## config.mk

```make
export PLATFORM = sky130hd
export DESIGN_NAME = sqb_ram
export DESIGN_NICKNAME = d
export VERILOG_FILES = /design/src/rtl/core/sqb_ram.sv
export SDC_FILE = /design/constraint.sdc
export NUM_CORES = 1
export LEC_CHECK = 0
export BUFFER_PORTS_ARGS = -buffer_cell sky130_fd_sc_hd__buf_2
export CAP_MARGIN = 20
export CORE_MARGIN = 1
export CORE_UTILIZATION = 35
export CTS_CLUSTER_DIAMETER = 30
export DETAILED_ROUTE_END_ITERATION = 8
export HOLD_SLACK_MARGIN = 0.02
export PLACE_DENSITY = 0.57
export SYNTH_ARGS = -nofsm -noshare
export SYNTH_HDL_FRONTEND = slang
export SYNTH_SLANG_ARGS = --single-unit
```

## constraint.sdc

```tcl
create_clock -name clk -period 1.8 [get_ports clk]
set_input_delay 0.45 -clock clk [delete_from_list [all_inputs] [get_ports clk]]
set_output_delay 0.45 -clock clk [all_outputs]
set_load 0.05 [all_outputs]
```

## src/rtl/core/sqb_ram.sv

```systemverilog
// ----------------------------------------------------------------------------
// sqb_ram
// generic single write port ram with registered read
// ----------------------------------------------------------------------------
module sqb_ram #(
    parameter int WIDTH = 8,
    parameter int DEPTH = 16
) (
    input  logic                     clk,
    input  logic                     we,
    input  logic [$clog2(DEPTH)-1:0] waddr,
    input  logic [WIDTH-1:0]         wdata,
    input  logic [$clog2(DEPTH)-1:0] raddr,
    output logic [WIDTH-1:0]         rdata
);

    logic [WIDTH-1:0] mem [DEPTH];
    logic [WIDTH-1:0] rdata_reg;

    always_ff @(posedge clk)
    begin
        if (we)
        begin
            mem[waddr] <= wdata;
        end
        rdata_reg <= mem[raddr];
    end

    assign rdata = rdata_reg;

endmodule

```

==> results_dict.tcl <==
set metrics [dict create \
    outcome "finished clean" \
    cp.required_ps 1350 \
    drt_pre_antenna_iters 4 \
    crit_chain "buf_2" \
    grt_use_total 0.146 \
    swShare 0.207 \
    max_stage_delay_ps 350 \
    initial_core_util 0.365 \
    min_period_ps 1480 \
    core_mm2 0.0141 \
    grt_max_degree 20 \
    cp_num_buf_inv 1 \
    clock_latency_ps 410 \
    finalWirelength_um 9800 \
    p_int_mw 5.85 \
    final_layout_size_suffix_gt1_frac 0.329 \
    antenna_found_initial 2 \
    cts_buffer_depth 2 \
    max_slew_margin 0.504 \
    min_period_over_period 0.823 \
    syn_avg_cell_area_um2 22.5 \
    dieArea_mm2 0.0152 \
    antenna_left 0 \
    r2r_start "mem[3][6]" \
    hold_path_class "input port to register" \
    combPwrFrac 0.057 \
    grt_pass1_wl_um 15000 \
    synth_cell_types 19 \
    synth-seq-cells 136 \
    finalWorstSetupSlack_ps 319 \
    io_pins 26 \
    postCtsSetupRepairBufs 0 \
    largest_register_ffs 128 \
    dpl_worst_slack_ps -115 \
    p_clk_frac 0.461 \
    peakVddDrop_mv 0.703 \
    synth_fp_nets 247 \
    gp_congestion 0.737 \
    n_fill_cell 1244 \
    finClkSkew_ps 5.45 \
    start_kind "register" \
    syn-cell-area_mm2 0.00515 \
    drc 0 \
    worst_pin_slew_ps 743 \
    power_mw 7.38 \
    power_frac_seq 0.483 \
    p_switching_mw 1.53 \
    drt_iter0_markers 178 \
    syn_inst 229 \
    powerDensity_mw_per_mm2 1180 \
    die_y_um 123 \
    crit_arrival_ps 1030 \
    min-delay-start "wdata[4]" \
    end_kind "output port" \
    rows 43 \
    grt_pass1_vias 2532 \
    finalNetCount 306 \
    cts.reportedPaths.clkPinSlew_ps 60 \
    finalSetupViolCount 0 \
    maxCapViolCount 0 \
    die-width_um 123 \
    crit_family "flip-flops" \
    routedWlPerCell_um 20.3 \
    clock_sinks 136 \
    yosysWarningCount 0 \
    cts.hold.buffers_added 0 \
    static-leakage-power_nw 2.12 \
    layout_common_cells "128 x edfxtp_1, 25 x buf_2, 20 x buf_4" \
    hpwl_um 6490 \
    seq_area_frac_synth 0.778 \
    cts_root_buf "clkbuf_16" \
    syn2layout_area_growth_pct 21.5 \
    tns_ps 0 \
    slew_viol_final 0 \
    htreeDepth 4 \
    cts_tree "done" \
    final_common_cell "edfxtp_1" \
    gr-total-overflow 0 \
    cts_made_buffers 17 \
    ctsResizeCount 0 \
    rsz0062_at_grt "false" \
    finalHoldViolations 0 \
    path_class "register to output port" \
    worstPathMaxFanout 1 \
    fmax_mhz 675 \
    port_buffers 25 \
    via_per_inst 5.12 \
    vias 2468 \
    cp_slowest_cell "dfxtp_1" \
    cp-startpoint "rdata[7]" \
]
[final timing paths]
check	to	slack (ps)	cells past startpoint
min	mem[3][4]	420	1
max	rdata[7]	320	1
max reg2reg	rdata[6]	420	3
min reg2reg	rdata[1]	680	3
[power groups by stage]
stage	logic [mW]	clock network [mW]	registers (mW)
after floorplan	0.180	0	3.70
after global placement	0.418	0	3.63
after detailed placement	0.426	0	3.63
after CTS	0.427	3.45	3.56
after global routing	0.449	3.60	3.57
final	0.417	3.40	3.56
[layout make-up]
class / count / area, µm² / area share
sequential: 136 / 4000 / 0.640
multi-input combinational: 83 / 1060 / 0.170
clock buffer: 17 / 425 / 0.0680
timing repair buffer: 50 / 375 / 0.0600
tap: 180 / 225 / 0.0360
clock inverter: 15 / 160 / 0.0256
antenna: 1 / 2.50 / 0.000400
[through the flow]
stage	util	instances	hold WS [ps]	instance area [µm²]
after floorplan	-	229	549	5150
after CTS	0.444	481	404	6250
final	0.444	482	420	6250
after global placement	0.402	449	655	5670
after global routing	0.444	481	413	6250
after detailed placement	0.402	449	671	5670
[cells in the mapped netlist, drive strengths merged]
| cell type | instances | area, µm² |
|---|---|---|
| a22oi | 16 | 120 |
| and2 | 1 | 6.26 |
| and2b | 1 | 7.51 |
| buf | 7 | 56.3 |
| clkdlybuf4s25 | 3 | 30.0 |
| dfxtp | 8 | 160 |
| edfxtp | 128 | 3840 |
| mux4 | 32 | 773 |
| nand2 | 9 | 33.8 |
| nand2b | 2 | 12.5 |
| nand3 | 1 | 5.00 |
| nand3b | 2 | 15.0 |
| nor2 | 13 | 48.8 |
| nor2b | 1 | 6.26 |
| nor3 | 4 | 20.0 |
| or3b | 1 | 8.76 |
[cells by family after synthesis]
| logic type | count (synthesis) | synth area share |
|---|---|---|
| AND/OR/NAND/NOR | 35 | 0.0318 |
| multiplexers | 32 | 0.150 |
| AO/OA/AOI/OAI | 16 | 0.0233 |
| buffers and inverters | 10 | 0.0168 |
| flip-flops | 136 | 0.778 |
[worst register-to-register path: stages, from the launching register on]
cell	delay, ps
edfxtp_1	350
mux4_2	470
a22oi_1	250
nand2_1	160
[metal layers]
| layer | up-vias | track usage | share of wire |
|---|---|---|---|
| li1 | 1095 | - | - |
| met1 | 1303 | 0.196 | 0.47 |
| met2 | 52 | 0.218 | 0.46 |
| met3 | 16 | 0.0535 | 0.048 |
| met4 | 2 | 0.0520 | 0.015 |
| met5 | - | 0 | 0.0012 |
Power figures use the tool's default switching activity.
