File: config.mk
export PLATFORM = sky130hd
export DESIGN_NAME = sqb_pack
export DESIGN_NICKNAME = d
export VERILOG_FILES = /design/src/rtl/core/sqb_pkg.sv /design/src/rtl/core/sqb_pack.sv
export SDC_FILE = /design/constraint.sdc
export NUM_CORES = 1
export LEC_CHECK = 0
export ABC_AREA = 1
export BUFFER_PORTS_ARGS = -buffer_cell sky130_fd_sc_hd__buf_2
export CAP_MARGIN = 20
export CORE_AREA = 2 2 139 141
export DETAILED_ROUTE_END_ITERATION = 16
export DIE_AREA = 0 0 141 143
export PLACE_DENSITY = 0.67
export SYNTH_ARGS = -nofsm -noshare
export SYNTH_HDL_FRONTEND = slang
export SYNTH_SLANG_ARGS = --single-unit
File: constraint.sdc
create_clock -name clk -period 6.8 [get_ports clk]
set_input_delay 1.36 -clock clk [delete_from_list [all_inputs] [get_ports clk]]
set_output_delay 1.36 -clock clk [all_outputs]
set_load 0.005 [all_outputs]
File: src/rtl/core/sqb_pkg.sv
// ----------------------------------------------------------------------------
// sqb_pkg
// shared types and constants of the subimage atlas quad builder
// ----------------------------------------------------------------------------
package sqb_pkg;

    localparam int MAX_IMAGES = 64;
    localparam int IDX_W      = $clog2(MAX_IMAGES);
    localparam int CNT_W      = $clog2(MAX_IMAGES + 1);

    localparam int GEOM_W     = 52;
    localparam int COLOR_W    = 32;
    localparam int POS_W      = 32;
    localparam int ENTRY_W    = GEOM_W + COLOR_W + POS_W;

    localparam int DIVIDEND_W = 33;
    localparam int DIVISOR_W  = 16;
    localparam int DIV_CNT_W  = $clog2(DIVIDEND_W + 1);

    localparam logic [15:0] SAT16  = 16'hFFFF;
    localparam logic [18:0] SAT19  = 19'h7FFFF;
    localparam logic [16:0] TEXONE = 17'h10000;

    // configuration register indexes
    localparam logic [2:0] REG_MAX_ATLAS_WIDTH = 3'd0;
    localparam logic [2:0] REG_TARGET_X        = 3'd1;
    localparam logic [2:0] REG_TARGET_Y        = 3'd2;
    localparam logic [2:0] REG_TARGET_WIDTH    = 3'd3;
    localparam logic [2:0] REG_TARGET_HEIGHT   = 3'd4;
    localparam logic [2:0] REG_CANVAS_WIDTH    = 3'd5;
    localparam logic [2:0] REG_CANVAS_HEIGHT   = 3'd6;

    typedef struct packed {
        logic [15:0]      atlas_w;
        logic [15:0]      atlas_h;
        logic [CNT_W-1:0] count;
    } pack_status_t;

endpackage

File: src/rtl/core/sqb_pack.sv
// ----------------------------------------------------------------------------
// sqb_pack
// shelf packer: cursor, row and atlas extent, image count
// ----------------------------------------------------------------------------
module sqb_pack (
    input  logic                          clk,
    input  logic                          rst_n,
    input  logic                          take,
    input  logic                          clear,
    input  logic [13:0]                   max_atlas_width,
    input  logic [12:0]                   image_width,
    input  logic [12:0]                   image_height,
    input  logic [12:0]                   row_stride,
    output logic                          store_we,
    output logic [sqb_pkg::IDX_W-1:0]     store_addr,
    output logic [sqb_pkg::POS_W-1:0]     store_pos,
    output sqb_pkg::pack_status_t         status
);

    logic [15:0]               cursor_reg, cursor_next;
    logic [15:0]               row_top_reg, row_top_next;
    logic [12:0]               row_h_reg, row_h_next;
    logic [15:0]               atlas_w_reg, atlas_w_next;
    logic [sqb_pkg::CNT_W-1:0] count_reg, count_next;

    logic                      room;
    logic                      wrap;
    logic [16:0]               wrap_sum;
    logic [16:0]               top_sum;
    logic [15:0]               top_sat;
    logic [15:0]               cur_eff;
    logic [15:0]               top_eff;
    logic [12:0]               rh_eff;
    logic [16:0]               cur_sum;

    assign room     = count_reg < sqb_pkg::CNT_W'(sqb_pkg::MAX_IMAGES);
    assign wrap_sum = {1'b0, cursor_reg} + {4'b0, row_stride};
    assign wrap     = (max_atlas_width != '0) && (wrap_sum > {3'b0, max_atlas_width});
    assign top_sum  = {1'b0, row_top_reg} + {4'b0, row_h_reg};
    assign top_sat  = top_sum[16] ? sqb_pkg::SAT16 : top_sum[15:0];
    assign cur_eff  = wrap ? '0 : cursor_reg;
    assign top_eff  = wrap ? top_sat : row_top_reg;
    assign rh_eff   = wrap ? '0 : row_h_reg;
    assign cur_sum  = {1'b0, cur_eff} + {4'b0, image_width};

    always_comb
    begin
        cursor_next  = cursor_reg;
        row_top_next = row_top_reg;
        row_h_next   = row_h_reg;
        atlas_w_next = atlas_w_reg;
        count_next   = count_reg;
        if (clear)
        begin
            cursor_next  = '0;
            row_top_next = '0;
            row_h_next   = '0;
            atlas_w_next = '0;
            count_next   = '0;
        end
        else if (take && room)
        begin
            if (wrap && (cursor_reg > atlas_w_reg))
            begin
                atlas_w_next = cursor_reg;
            end
            row_top_next = top_eff;
            cursor_next  = cur_sum[16] ? sqb_pkg::SAT16 : cur_sum[15:0];
            row_h_next   = (image_height > rh_eff) ? image_height : rh_eff;
            count_next   = count_reg + 1'b1;
        end
    end

    always_ff @(posedge clk or negedge rst_n)
    begin
        if (!rst_n)
        begin
            cursor_reg  <= '0;
            row_top_reg <= '0;
            row_h_reg   <= '0;
            atlas_w_reg <= '0;
            count_reg   <= '0;
        end
        else
        begin
            cursor_reg  <= cursor_next;
            row_top_reg <= row_top_next;
            row_h_reg   <= row_h_next;
            atlas_w_reg <= atlas_w_next;
            count_reg   <= count_next;
        end
    end

    assign store_we   = take && room && !clear;
    assign store_addr = count_reg[sqb_pkg::IDX_W-1:0];
    assign store_pos  = {top_eff, cur_eff};

    assign status.atlas_w = (cursor_reg > atlas_w_reg) ? cursor_reg : atlas_w_reg;
    assign status.atlas_h = top_sat;
    assign status.count   = count_reg;

endmodule

==> qor.yml <==
critPathKind: "primary input to output pin"
power-per-cell-area_mw_per_mm2: 385
ios: 135
antenna_found_initial: 1
skew_ps: 8.18
viasPerCell: 5.01
slew_violations: 0
min_from: "count_reg[5]"
syn_inst: 937
rrSetupSlack_ps: 1270
layout_min_cycle_time_ps: 6130
r2r_end: "row_h_reg[1]"
hp-class: "flop to flop"
drive_gt1_frac: 0.166
synth_cell_types: 40
clkLatencyLatePin_ps: 340
nNetsFinal: 1198
cts.clk_slew.worst_paths_ps: 60
hpwl_um: 14600
crit_arrival_ps: 4770
drtIter0Drc: 271
cts_tree: "done"
diodes: 0
ys.warnings.count: 0
vdd_drop_max_v: 0.000290
hold_viol_final: 0
fill_cells: 1932
start_util: 0.347
timing.max_slew.rel_slack: 0.367
synth_fp_nets: 1080
rsz0062_at_grt: "false"
r2r_start: "cursor_reg[0]"
synthToLayoutAreaGrowth_pct: 17.9
portBuffers: 134
grt_use_total: 0.191
core_mm2: 0.0186
critPathMaxFanout: 55
cts_resized: 0
start_kind: "primary input"
cp_slowest_cell: "buf_4"
clockRootBuffer: "clkbuf_16"
htree_levels: 3
critPathCaptureType: "output pin"
cts_sinks: 68
whs_path_depth: 1
worst_pin_slew_ps: 949
grt_max_degree: 69
grt-ovfl-total: 0
cts_setup_buffers: 0
fin_setup_tns_ps: 0
cp.buffers_inverters: 6
holdWs_ps: 532
vias: 6482
worst_r2r_path_depth: 33
crit_top_cell: "nand2_1"
ant_nets: 0
wl_per_cell_um: 14.7
die_w_um: 141
syn_area_mm2: 0.00645
ys_ff_latch: 68
status: "finished, final reports clean"
maxCapViolations: 0
cts_buffers: 9
p_leak_uw: 0.00418
min_period_over_period: 0.901
fmax_ghz: 0.163
cp.required_ps: 5440
setup_viol: 0
cp_top_family: "simple AND/OR/NAND/NOR gates"
min_to: "count_reg[5]"
rows: 50
cts_hold_buf: 0
avgSynthCellArea_um2: 6.88
grt_pass1_vias: 6150
grt_pass1_wl_um: 30600
drcViolationCount: 0
seq_area_frac_synth: 0.264
slowest_delay_ps: 480
gp_congestion: 0.918
drt_wl_total_um: 19000
die_area_mm2: 0.0202
die_h_um: 143
drt_first_pass_iters: 5
cts_buffer_depth: 2
==> cells in the mapped netlist <==
cell type,instances,area [um^2]
a211oi_1,1,7.51
a21boi_0,1,7.51
a21o_1,1,7.51
a21oi_1,63,315
a22o_1,1,8.76
a31oi_1,1,6.26
a32oi_1,1,8.76
and3_1,1,6.26
buf_1,1,3.75
buf_2,11,55.1
buf_4,8,60.1
buf_6,2,22.5
clkbuf_1,11,41.3
clkinv_1,4,15.0
dfrtp_1,68,1700
fa_1,3,60.1
ha_1,83,1040
inv_1,124,465
inv_2,7,26.3
nand2_1,232,871
nand2_2,4,25.0
nand3_1,47,235
nand3b_1,2,15.0
nand4_1,6,37.5
nand4_2,1,12.5
nor2_1,61,229
nor3_1,6,30.0
nor4_1,5,31.3
o2111ai_1,2,17.5
o211ai_1,4,30.0
o21a_1,1,7.51
o21ai_0,49,245
o21ai_1,53,265
o21ai_2,1,8.76
o21bai_1,6,45.0
o22ai_1,25,156
or2_1,1,6.26
or2_2,7,43.8
xnor2_1,16,140
xor2_1,16,140
==> layer usage <==
metal,part of all wire,up-vias,GRT usage
met3,0.053,24,0.0389
met2,0.47,175,0.329
met5,0.00058,-,0
met4,0.020,2,0.0516
li1,-,3336,-
met1,0.46,2945,0.243
==> cell usage in the layout, fill, tap and decap left out, types with 3 or more instances in the layout <==
master / netlist / routed
o211ai_1: 4 / 4
clkinv_1: 4 / 4
nor3_1: 6 / 6
nand2_2: 4 / 4
or2_2: 7 / 7
o21ai_0: 49 / 49
o21ai_1: 53 / 53
fa_1: 3 / 3
buf_2: 11 / 134
xnor2_1: 16 / 16
nand3_1: 47 / 47
buf_4: 8 / 6
inv_2: 7 / 7
o21bai_1: 6 / 6
nor2_1: 61 / 60
nor4_1: 5 / 5
dfrtp_1: 68 / 68
o22ai_1: 25 / 25
xor2_1: 16 / 16
inv_1: 124 / 124
nand4_1: 6 / 6
a21oi_1: 63 / 63
nand2_1: 232 / 232
clkbuf_16: 0 / 9
ha_1: 83 / 83
==> worst max path at each step <==
| stage | start | to | slack [ps] | cells past startpoint |
|---|---|---|---|---|
| 6_report | row_stride[0] | store_pos[21] | 670 | 26 |
| 4_1_cts | row_stride[0] | store_pos[21] | 650 | 26 |
| 3_3_place_gp | row_stride[0] | row_h_reg[1] | 390 | 34 |
| 3_5_place_dp | row_stride[0] | row_h_reg[1] | 360 | 34 |
| 2_1_floorplan | row_stride[0] | cursor_reg[8] | 970 | 39 |
| 5_1_grt | row_stride[6] | row_h_reg[2] | 190 | 31 |
==> logic make-up (layout without fill, tap and decap cells) <==
family / count (synthesis) / in the layout / share of synthesized area
AND/OR/NAND/NOR: 373 / 373 / 0.239
AO/OA/AOI/OAI: 210 / 210 / 0.176
buffers and inverters: 168 / 291 / 0.107
adder cells (fa/ha/maj): 86 / 86 / 0.170
flip-flops: 68 / 68 / 0.264
XOR/XNOR: 32 / 32 / 0.0435
==> power by group <==
part | total [uW] | internal (uW) | switching, uW | leakage [uW]
Clock | 512 | 331 | 181 | 0.000153
Sequential | 585 | 487 | 97.8 | 0.000924
Combinational | 1830 | 703 | 1130 | 0.00310
==> area by class of cell <==
cell class / count / area [um^2] / area share
repair buffers: 140 / 716 / 0.0941
flip-flops and latches: 68 / 1700 / 0.224
well taps: 234 / 293 / 0.0385
multi-input cells: 701 / 4070 / 0.535
clock inverters: 4 / 72.6 / 0.00954
clock buffers: 12 / 246 / 0.0324
inverters: 135 / 507 / 0.0666
==> metrics by stage <==
stage | utilization | worst slack, ps | cell area (um^2) | instances | total power (uW)
3_5_place_dp | 0.392 | 361 | 7290 | 1278 | 2410
3_3_place_gp | 0.392 | 394 | 7290 | 1278 | 2400
4_1_cts | 0.409 | 650 | 7600 | 1294 | 2950
5_1_grt | 0.409 | 188 | 7600 | 1294 | 3230
6_report | 0.409 | 671 | 7600 | 1294 | 2930
2_1_floorplan | - | 970 | 6450 | 937 | 1840
Note: power is estimated with default switching activity, not from simulation.
