File: src/rtl/core/sqb_pkg.sv
// ----------------------------------------------------------------------------
// sqb_pkg
// shared types and constants of the subimage atlas quad builder
// ----------------------------------------------------------------------------
package sqb_pkg;

    localparam int MAX_IMAGES = 64;
    localparam int IDX_W      = $clog2(MAX_IMAGES);
    localparam int CNT_W      = $clog2(MAX_IMAGES + 1);

    localparam int GEOM_W     = 52;
    localparam int COLOR_W    = 32;
    localparam int POS_W      = 32;
    localparam int ENTRY_W    = GEOM_W + COLOR_W + POS_W;

    localparam int DIVIDEND_W = 33;
    localparam int DIVISOR_W  = 16;
    localparam int DIV_CNT_W  = $clog2(DIVIDEND_W + 1);

    localparam logic [15:0] SAT16  = 16'hFFFF;
    localparam logic [18:0] SAT19  = 19'h7FFFF;
    localparam logic [16:0] TEXONE = 17'h10000;

    // configuration register indexes
    localparam logic [2:0] REG_MAX_ATLAS_WIDTH = 3'd0;
    localparam logic [2:0] REG_TARGET_X        = 3'd1;
    localparam logic [2:0] REG_TARGET_Y        = 3'd2;
    localparam logic [2:0] REG_TARGET_WIDTH    = 3'd3;
    localparam logic [2:0] REG_TARGET_HEIGHT   = 3'd4;
    localparam logic [2:0] REG_CANVAS_WIDTH    = 3'd5;
    localparam logic [2:0] REG_CANVAS_HEIGHT   = 3'd6;

    typedef struct packed {
        logic [15:0]      atlas_w;
        logic [15:0]      atlas_h;
        logic [CNT_W-1:0] count;
    } pack_status_t;

endpackage

File: src/rtl/core/sqb_div.sv
// ----------------------------------------------------------------------------
// sqb_div
// restoring divider, one quotient bit per cycle
// ----------------------------------------------------------------------------
module sqb_div (
    input  logic                                clk,
    input  logic                                rst_n,
    input  logic                                start,
    input  logic [sqb_pkg::DIVIDEND_W-1:0]      dividend,
    input  logic [sqb_pkg::DIVISOR_W-1:0]       divisor,
    output logic                                busy,
    output logic                                done,
    output logic [sqb_pkg::DIVIDEND_W-1:0]      quotient
);

    logic [sqb_pkg::DIVIDEND_W-1:0] quo_reg, quo_next;
    logic [sqb_pkg::DIVISOR_W-1:0]  rem_reg, rem_next;
    logic [sqb_pkg::DIVISOR_W-1:0]  div_reg;
    logic [sqb_pkg::DIV_CNT_W-1:0]  cnt_reg, cnt_next;
    logic                           busy_reg, busy_next;
    logic                           done_reg, done_next;
    logic [sqb_pkg::DIVISOR_W:0]    trial;
    logic [sqb_pkg::DIVISOR_W:0]    diff;

    assign trial = {rem_reg, quo_reg[sqb_pkg::DIVIDEND_W-1]};
    assign diff  = trial - {1'b0, div_reg};

    always_comb
    begin
        quo_next  = quo_reg;
        rem_next  = rem_reg;
        cnt_next  = cnt_reg;
        busy_next = busy_reg;
        done_next = 1'b0;
        if (start)
        begin
            quo_next  = dividend;
            rem_next  = '0;
            cnt_next  = sqb_pkg::DIV_CNT_W'(sqb_pkg::DIVIDEND_W);
            busy_next = 1'b1;
        end
        else if (busy_reg)
        begin
            if (trial >= {1'b0, div_reg})
            begin
                rem_next = diff[sqb_pkg::DIVISOR_W-1:0];
                quo_next = {quo_reg[sqb_pkg::DIVIDEND_W-2:0], 1'b1};
            end
            else
            begin
                rem_next = trial[sqb_pkg::DIVISOR_W-1:0];
                quo_next = {quo_reg[sqb_pkg::DIVIDEND_W-2:0], 1'b0};
            end
            cnt_next = cnt_reg - 1'b1;
            if (cnt_reg == sqb_pkg::DIV_CNT_W'(1))
            begin
                busy_next = 1'b0;
                done_next = 1'b1;
            end
        end
    end

    always_ff @(posedge clk or negedge rst_n)
    begin
        if (!rst_n)
        begin
            busy_reg <= 1'b0;
            done_reg <= 1'b0;
            cnt_reg  <= '0;
        end
        else
        begin
            busy_reg <= busy_next;
            done_reg <= done_next;
            cnt_reg  <= cnt_next;
        end
    end

    always_ff @(posedge clk)
    begin
        quo_reg <= quo_next;
        rem_reg <= rem_next;
        if (start)
        begin
            div_reg <= divisor;
        end
    end

    assign busy     = busy_reg;
    assign done     = done_reg;
    assign quotient = quo_reg;

endmodule

File: config.mk
export PLATFORM = sky130hd
export DESIGN_NAME = sqb_div
export DESIGN_NICKNAME = d
export VERILOG_FILES = /design/src/rtl/core/sqb_pkg.sv /design/src/rtl/core/sqb_div.sv
export SDC_FILE = /design/constraint.sdc
export NUM_CORES = 1
export LEC_CHECK = 0
export ABC_AREA = 0
export ABC_CLOCK_PERIOD_IN_PS = 2300
export BUFFER_PORTS_ARGS = -buffer_cell sky130_fd_sc_hd__buf_2
export CELL_PAD_IN_SITES_DETAIL_PLACEMENT = 0
export CELL_PAD_IN_SITES_GLOBAL_PLACEMENT = 2
export CORE_MARGIN = 1.5
export CORE_UTILIZATION = 33
export CTS_BUF_LIST = sky130_fd_sc_hd__clkbuf_4 sky130_fd_sc_hd__clkbuf_8
export CTS_CLUSTER_DIAMETER = 60
export DETAILED_ROUTE_END_ITERATION = 6
export GPL_ROUTABILITY_DRIVEN = 0
export PLACE_DENSITY_LB_ADDON = 0.1
export REMOVE_ABC_BUFFERS = 1
export SLEW_MARGIN = 20
export SYNTH_ARGS = -nofsm -noshare
export SYNTH_HDL_FRONTEND = slang
export SYNTH_SLANG_ARGS = --single-unit
export TNS_END_PERCENT = 5
File: constraint.sdc
create_clock -name clk -period 2.3 [get_ports clk]
set_input_delay 0.46 -clock clk [delete_from_list [all_inputs] [get_ports clk]]
set_output_delay 0.46 -clock clk [all_outputs]
set_load 0.03 [all_outputs]
==> results.ini, run 1 <==
[run_status]
status=complete, no violations

[logic_synthesis]
synth_top_cell_by_area=edfxtp_1
yosysWarnings=0
syn_avg_cell_area_um2=11.6
syn_area_mm2=0.00385
yosys_most_used_dff=edfxtp_1
ys_seq_area_share_pct=51.7
synth_area_leaders=edfxtp_1 (38%), mux2_2 (9.7%), dfxtp_1 (8.3%)
postSynthCellCount=332
ys_ff_latch=73
synth_top_area_share_pct=38.2
async_reset_ff_share_pct=11.0
synth-edff-count=49
ys_types=53

[power_and_ir_drop]
p_per_area_mw_per_mm2=855
leakage_nw=2.18
ir_worst_vdd_mv=0.608

[sta]
whs_ns=0.260
fin_crit_sh_pct=98.2
finalSetupViolCount=0
rsz0062_at_grt=yes
max_freq_mhz=443
report.final.slew_viol_count=0
slew-limit-headroom_pct=65.3
tightest_slew_ns=0.514
hold_violations=0
final.min_clock_period_ns=2.26
skew_ns=0.0151

[route]
drt_pass1_iterations=5
postRouteAntennaNets=0
num_vias=2939
drcViolationCount=0
vias_per_cell=4.82
drt-total-wl_mm=9.43
first_iter_violations=67
wire_per_inst_um=15.5

[clock_tree]
numCtsBuffers=9
htreeDepth=3
clock_insertion_delay_worst_skew_ns=0.37
clk_pin_slew_ns=0.09
cts_root_buf=clkbuf_8
cts_tree=built
cts.sinks=73
ctsLongestPathBuffers=2

[floorplan]
core_mm2=0.0114
std_cell_rows=39
initial_core_util_pct=33.7
ios=87
dieArea_mm2=0.0123
fp.dieH_um=111
die_w_um=111

[critical_path]
cp-end-kind=flip-flop
cp_cell_sequence=inv_2 > ha_4 > a21o_1 > a211o_1 > nor3_4 > nand3_2 > and2_4 > buf_12 > mux2_2
cp_top_family=compound AO/OA/AOI/OAI gates
worstPathArrival_ns=2.38
endpoint=quotient[0]
crit_buf_inv=2
reg2regPathDepth=9
cp-startpoint=div_reg[14]
r2r_slack_ns=0.04
rr_endpoint=quotient[0]
path_max_fanout=7
crit_cells=9
max_stage_delay_ns=0.40
crit_type=reg -> reg
crit_slowest_cell=edfxtp_1
crit_path_start_kind=flip-flop
r2r_start=div_reg[14]
cp.required_ns=2.42

[final_layout]
diodes=0
layout_common_cells=buf_2 (86), edfxtp_1 (49), buf_4 (43)
n_fill_cell=1137
area_growth_pct=33.8
largest_reg_flops=33
drive_gt1_share_pct=46.3
regArea_mm2=0.00199
mostFrequentLayoutCell=buf_2
layout.nets=533
fin_area_mm2=0.00515
multi_input_area_mm2=0.00189
finish.utilization_pct=45.1

[place]
place_area_mm2=0.00472
dp_hpwl_mm=6.87
port-buffer-count=86

[hold_path]
worstHoldStart=divisor[14]
hold_depth=1
hp-class=in -> reg

[grt]
antenna_found_initial=1
grt_max_degree=33
globalRouteTotalUtil_pct=15.7
grt_pass1_wl_mm=15.1
grt.overflow.total=0
grt_pass1_vias=3035

[job]
cap_viol_max_count=0

cells in the mapped netlist, drive strengths merged (2+ instances only):
master / n
o21ai: 17
xnor2: 12
nand4: 3
dfxtp: 16
ha: 18
clkbuf: 7
o21a: 2
edfxtp: 49
buf: 7
inv: 23
and2: 2
nor2b: 3
a211oi: 10
nor3: 6
dfrtp: 8
mux2: 33
a21o: 4
mux2i: 11
a31o: 2
a31oi: 4
nand2: 21
o41ai: 2
nand4b: 2
xor2: 6
a211o: 3
nor2: 26
o211ai: 2
nand3: 5
a21oi: 9
nand2b: 3
worst min path at each step:
stage | end | slack, ns
after floorplan | busy | 0.16
after global placement | cnt_reg[5] | 0.32
after detailed placement | cnt_reg[5] | 0.32
after CTS | div_reg[14] | 0.24
after global routing | div_reg[14] | 0.23
final | div_reg[14] | 0.26
area by class of cell:
type                    instances  area share [%]
clock buffers                  13            3.23
clock inverters                 3           0.486
inverters                      23            1.68
multi-input cells             222            36.7
flip-flops and latches         73            38.7
well taps                     143            3.47
repair buffers                133            15.8
what timing repair did:
item	CTS	global route
hold endpoints to repair	8	0
pin swaps	1	25
hold buffers	1	0
resized for setup	3	41
buffers inserted	0	3
setup endpoints to repair	8	17
routing by layer:
layer	track usage, %	up-vias	routed length (um)
met5	0	-	10
met4	4.05	2	89
met3	6.34	8	607
met2	25.3	79	4440
met1	19.7	1377	4280
li1	-	1473	-
report_power, final:
group          switching, mW  internal (mW)
combinational          0.880          0.695
sequential             0.168           1.68
clock                  0.501          0.479
cells by family after synthesis:
logic type / share of synthesized area [%]
AO/OA/AOI/OAI: 11.1
XOR/XNOR: 4.09
adder cells (fa/ha/maj): 6.37
buffers and inverters: 4.39
flip-flops: 51.7
multiplexers: 12.5
AND/OR/NAND/NOR: 9.75
metrics by stage:
stage | worst slack (ns) | std cells | power, mW | TNS, ns
CTS | -0.0146 | 607 | 4.36 | -0.0211
global route | -0.0848 | 610 | 4.69 | -0.653
detailed placement | -0.0511 | 590 | 3.33 | -0.0643
finish | 0.0414 | 610 | 4.41 | 0
floorplan | -0.0331 | 318 | 2.79 | -0.0580
global placement | -0.0372 | 590 | 3.33 | -0.0372
(Power assumes the default switching activity.)
==> run 2, diff against run 1 <==
--- a/config.mk
+++ b/config.mk
@@ -16,7 +16,7 @@
 export CTS_CLUSTER_DIAMETER = 60
 export DETAILED_ROUTE_END_ITERATION = 6
 export GPL_ROUTABILITY_DRIVEN = 0
-export PLACE_DENSITY_LB_ADDON = 0.1
+export PLACE_DENSITY_LB_ADDON = 0.3
 export REMOVE_ABC_BUFFERS = 1
 export SLEW_MARGIN = 20
 export SYNTH_ARGS = -nofsm -noshare
==> results.ini, run 2 (synthesized netlist as in run 1, its figures left out) <==
[run_status]
status=complete, no violations

[floorplan]
core_mm2=0.0114
ios=87
fp.dieH_um=111
die_w_um=111
std_cell_rows=39
initial_core_util_pct=33.7
dieArea_mm2=0.0123

[route]
postRouteAntennaNets=0
vias_per_cell=4.85
num_vias=2919
first_iter_violations=96
drt-total-wl_mm=8.94
wire_per_inst_um=14.9
drcViolationCount=0
drt_pass1_iterations=4

[critical_path]
crit_path_start_kind=flip-flop
cp.required_ns=2.59
max_stage_delay_ns=0.38
cp-end-kind=flip-flop
r2r_start=div_reg[9]
crit_slowest_cell=edfxtp_1
cp_cell_sequence=inv_1 > ha_1 > nand4_1 > nor2_1 > a211o_1 > o41ai_2 > buf_4 > xnor2_1 > mux2i_1 > o21ai_0
worstPathArrival_ns=2.59
rr_endpoint=rem_reg[14]
path_max_fanout=5
reg2regPathDepth=10
crit_type=reg -> reg
r2r_slack_ns=0.005

[hold_path]
worstHoldStart=divisor[15]
hp-class=in -> reg
min_to=div_reg[15]
hold_depth=1

[sta]
slew-limit-headroom_pct=66.3
tightest_slew_ns=0.498
fin_crit_sh_pct=99.8
whs_ns=0.259
report.final.slew_viol_count=0
setup_ws_ns=0.00490
rsz0062_at_grt=yes
hold_violations=0
finalSetupViolCount=0
final.min_clock_period_ns=2.30
skew_ns=0.0105
max_freq_mhz=436

[clock_tree]
cts_root_buf=clkbuf_8
cts_tree=built
htreeDepth=3
cts.sinks=73
clock_insertion_delay_worst_skew_ns=0.37
numCtsBuffers=9
ctsLongestPathBuffers=2
clk_pin_slew_ns=0.09

[final_layout]
fin_area_mm2=0.00496
drive_gt1_share_pct=42.7
largest_reg_flops=33
layout.nets=525
diodes=0
layout_common_cells=buf_2 (86), edfxtp_1 (49), buf_4 (36)
mostFrequentLayoutCell=buf_2
area_growth_pct=28.9

[power_and_ir_drop]
p_per_area_mw_per_mm2=881
leakage_nw=2.13
ir_worst_vdd_mv=0.512

[grt]
globalRouteTotalUtil_pct=15.2
antenna_found_initial=0
grt_pass1_wl_mm=14.8
grt_max_degree=31
grt_pass1_vias=3079
grt.overflow.total=0

[job]
cap_viol_max_count=0

[place]
dp_slack_ns=-0.0261
port-buffer-count=86
dp_hpwl_mm=6.35
place_area_mm2=0.00466

## run 2: area by class of cell
class                   count  area, um2
fillers                  1160       6460
flip-flops and latches     73       1990
multi-input cells         223       1770
repair buffers            124        731
well taps                 143        179
clock buffers               9        124
inverters                  23       86.3
clock inverters             7       77.6
## run 2: stage by stage
step	power (mW)	TNS (ns)	cells	utilization, %
floorplan	2.79	-0.0580	318	-
detailed placement	3.30	-0.0642	583	40.8
finish	4.37	0	602	43.5
CTS	4.40	-0.00334	601	43.0
global route	4.65	-0.738	602	43.5
global placement	3.30	-0.0385	583	40.8
## run 2: worst max-delay path: cells and delay by family (launching register included)
family          cells  cell delay (ns)
compound gates      3             0.79
xor+xnor            1             0.13
fa+ha+maj           1             0.27
buf+inv             2             0.24
flops               1             0.38
mux                 1             0.10
simple gates        2             0.31
## run 2: what timing repair did
| item | 4_1_cts | 5_1_grt |
|---|---|---|
| buffers inserted | 0 | 1 |
| gates cloned | 1 | 0 |
| hold buffers | 1 | 0 |
| pin swaps | 1 | 8 |
| hold endpoints to repair | 8 | 0 |
| gates resized for setup | 7 | 15 |
| setup endpoints to repair | 3 | 16 |
## run 2: worst max path at each step
| stage | slack, ns | start | cells past startpoint | endpoint |
|---|---|---|---|---|
| after global routing | -0.15 | quotient[32] | 11 | rem_reg[8] |
| after CTS | -0.003 | div_reg[8] | 10 | rem_reg[14] |
| after detailed placement | -0.03 | div_reg[3] | 10 | rem_reg[12] |
| after global placement | -0.02 | div_reg[3] | 10 | rem_reg[12] |
| after floorplan | -0.03 | quotient[32] | 11 | rem_reg[8] |
| final | 0.005 | div_reg[9] | 10 | rem_reg[14] |
## run 2: metal layers
metal  track usage, %  vias up  part of all wire, %
met1             18.9     1386                   45
met4             5.65        0                  1.1
met2             23.7       65                   47
met3             6.56        9                  7.2
met5                0        -                    0
li1                 -     1459                    -
## run 2: power by group
part / switching, mW / total (mW) / internal (mW)
clock network: 0.537 / 1.05 / 0.510
logic: 0.861 / 1.49 / 0.629
registers: 0.151 / 1.83 / 1.68
total: 1.55 / 4.37 / 2.82
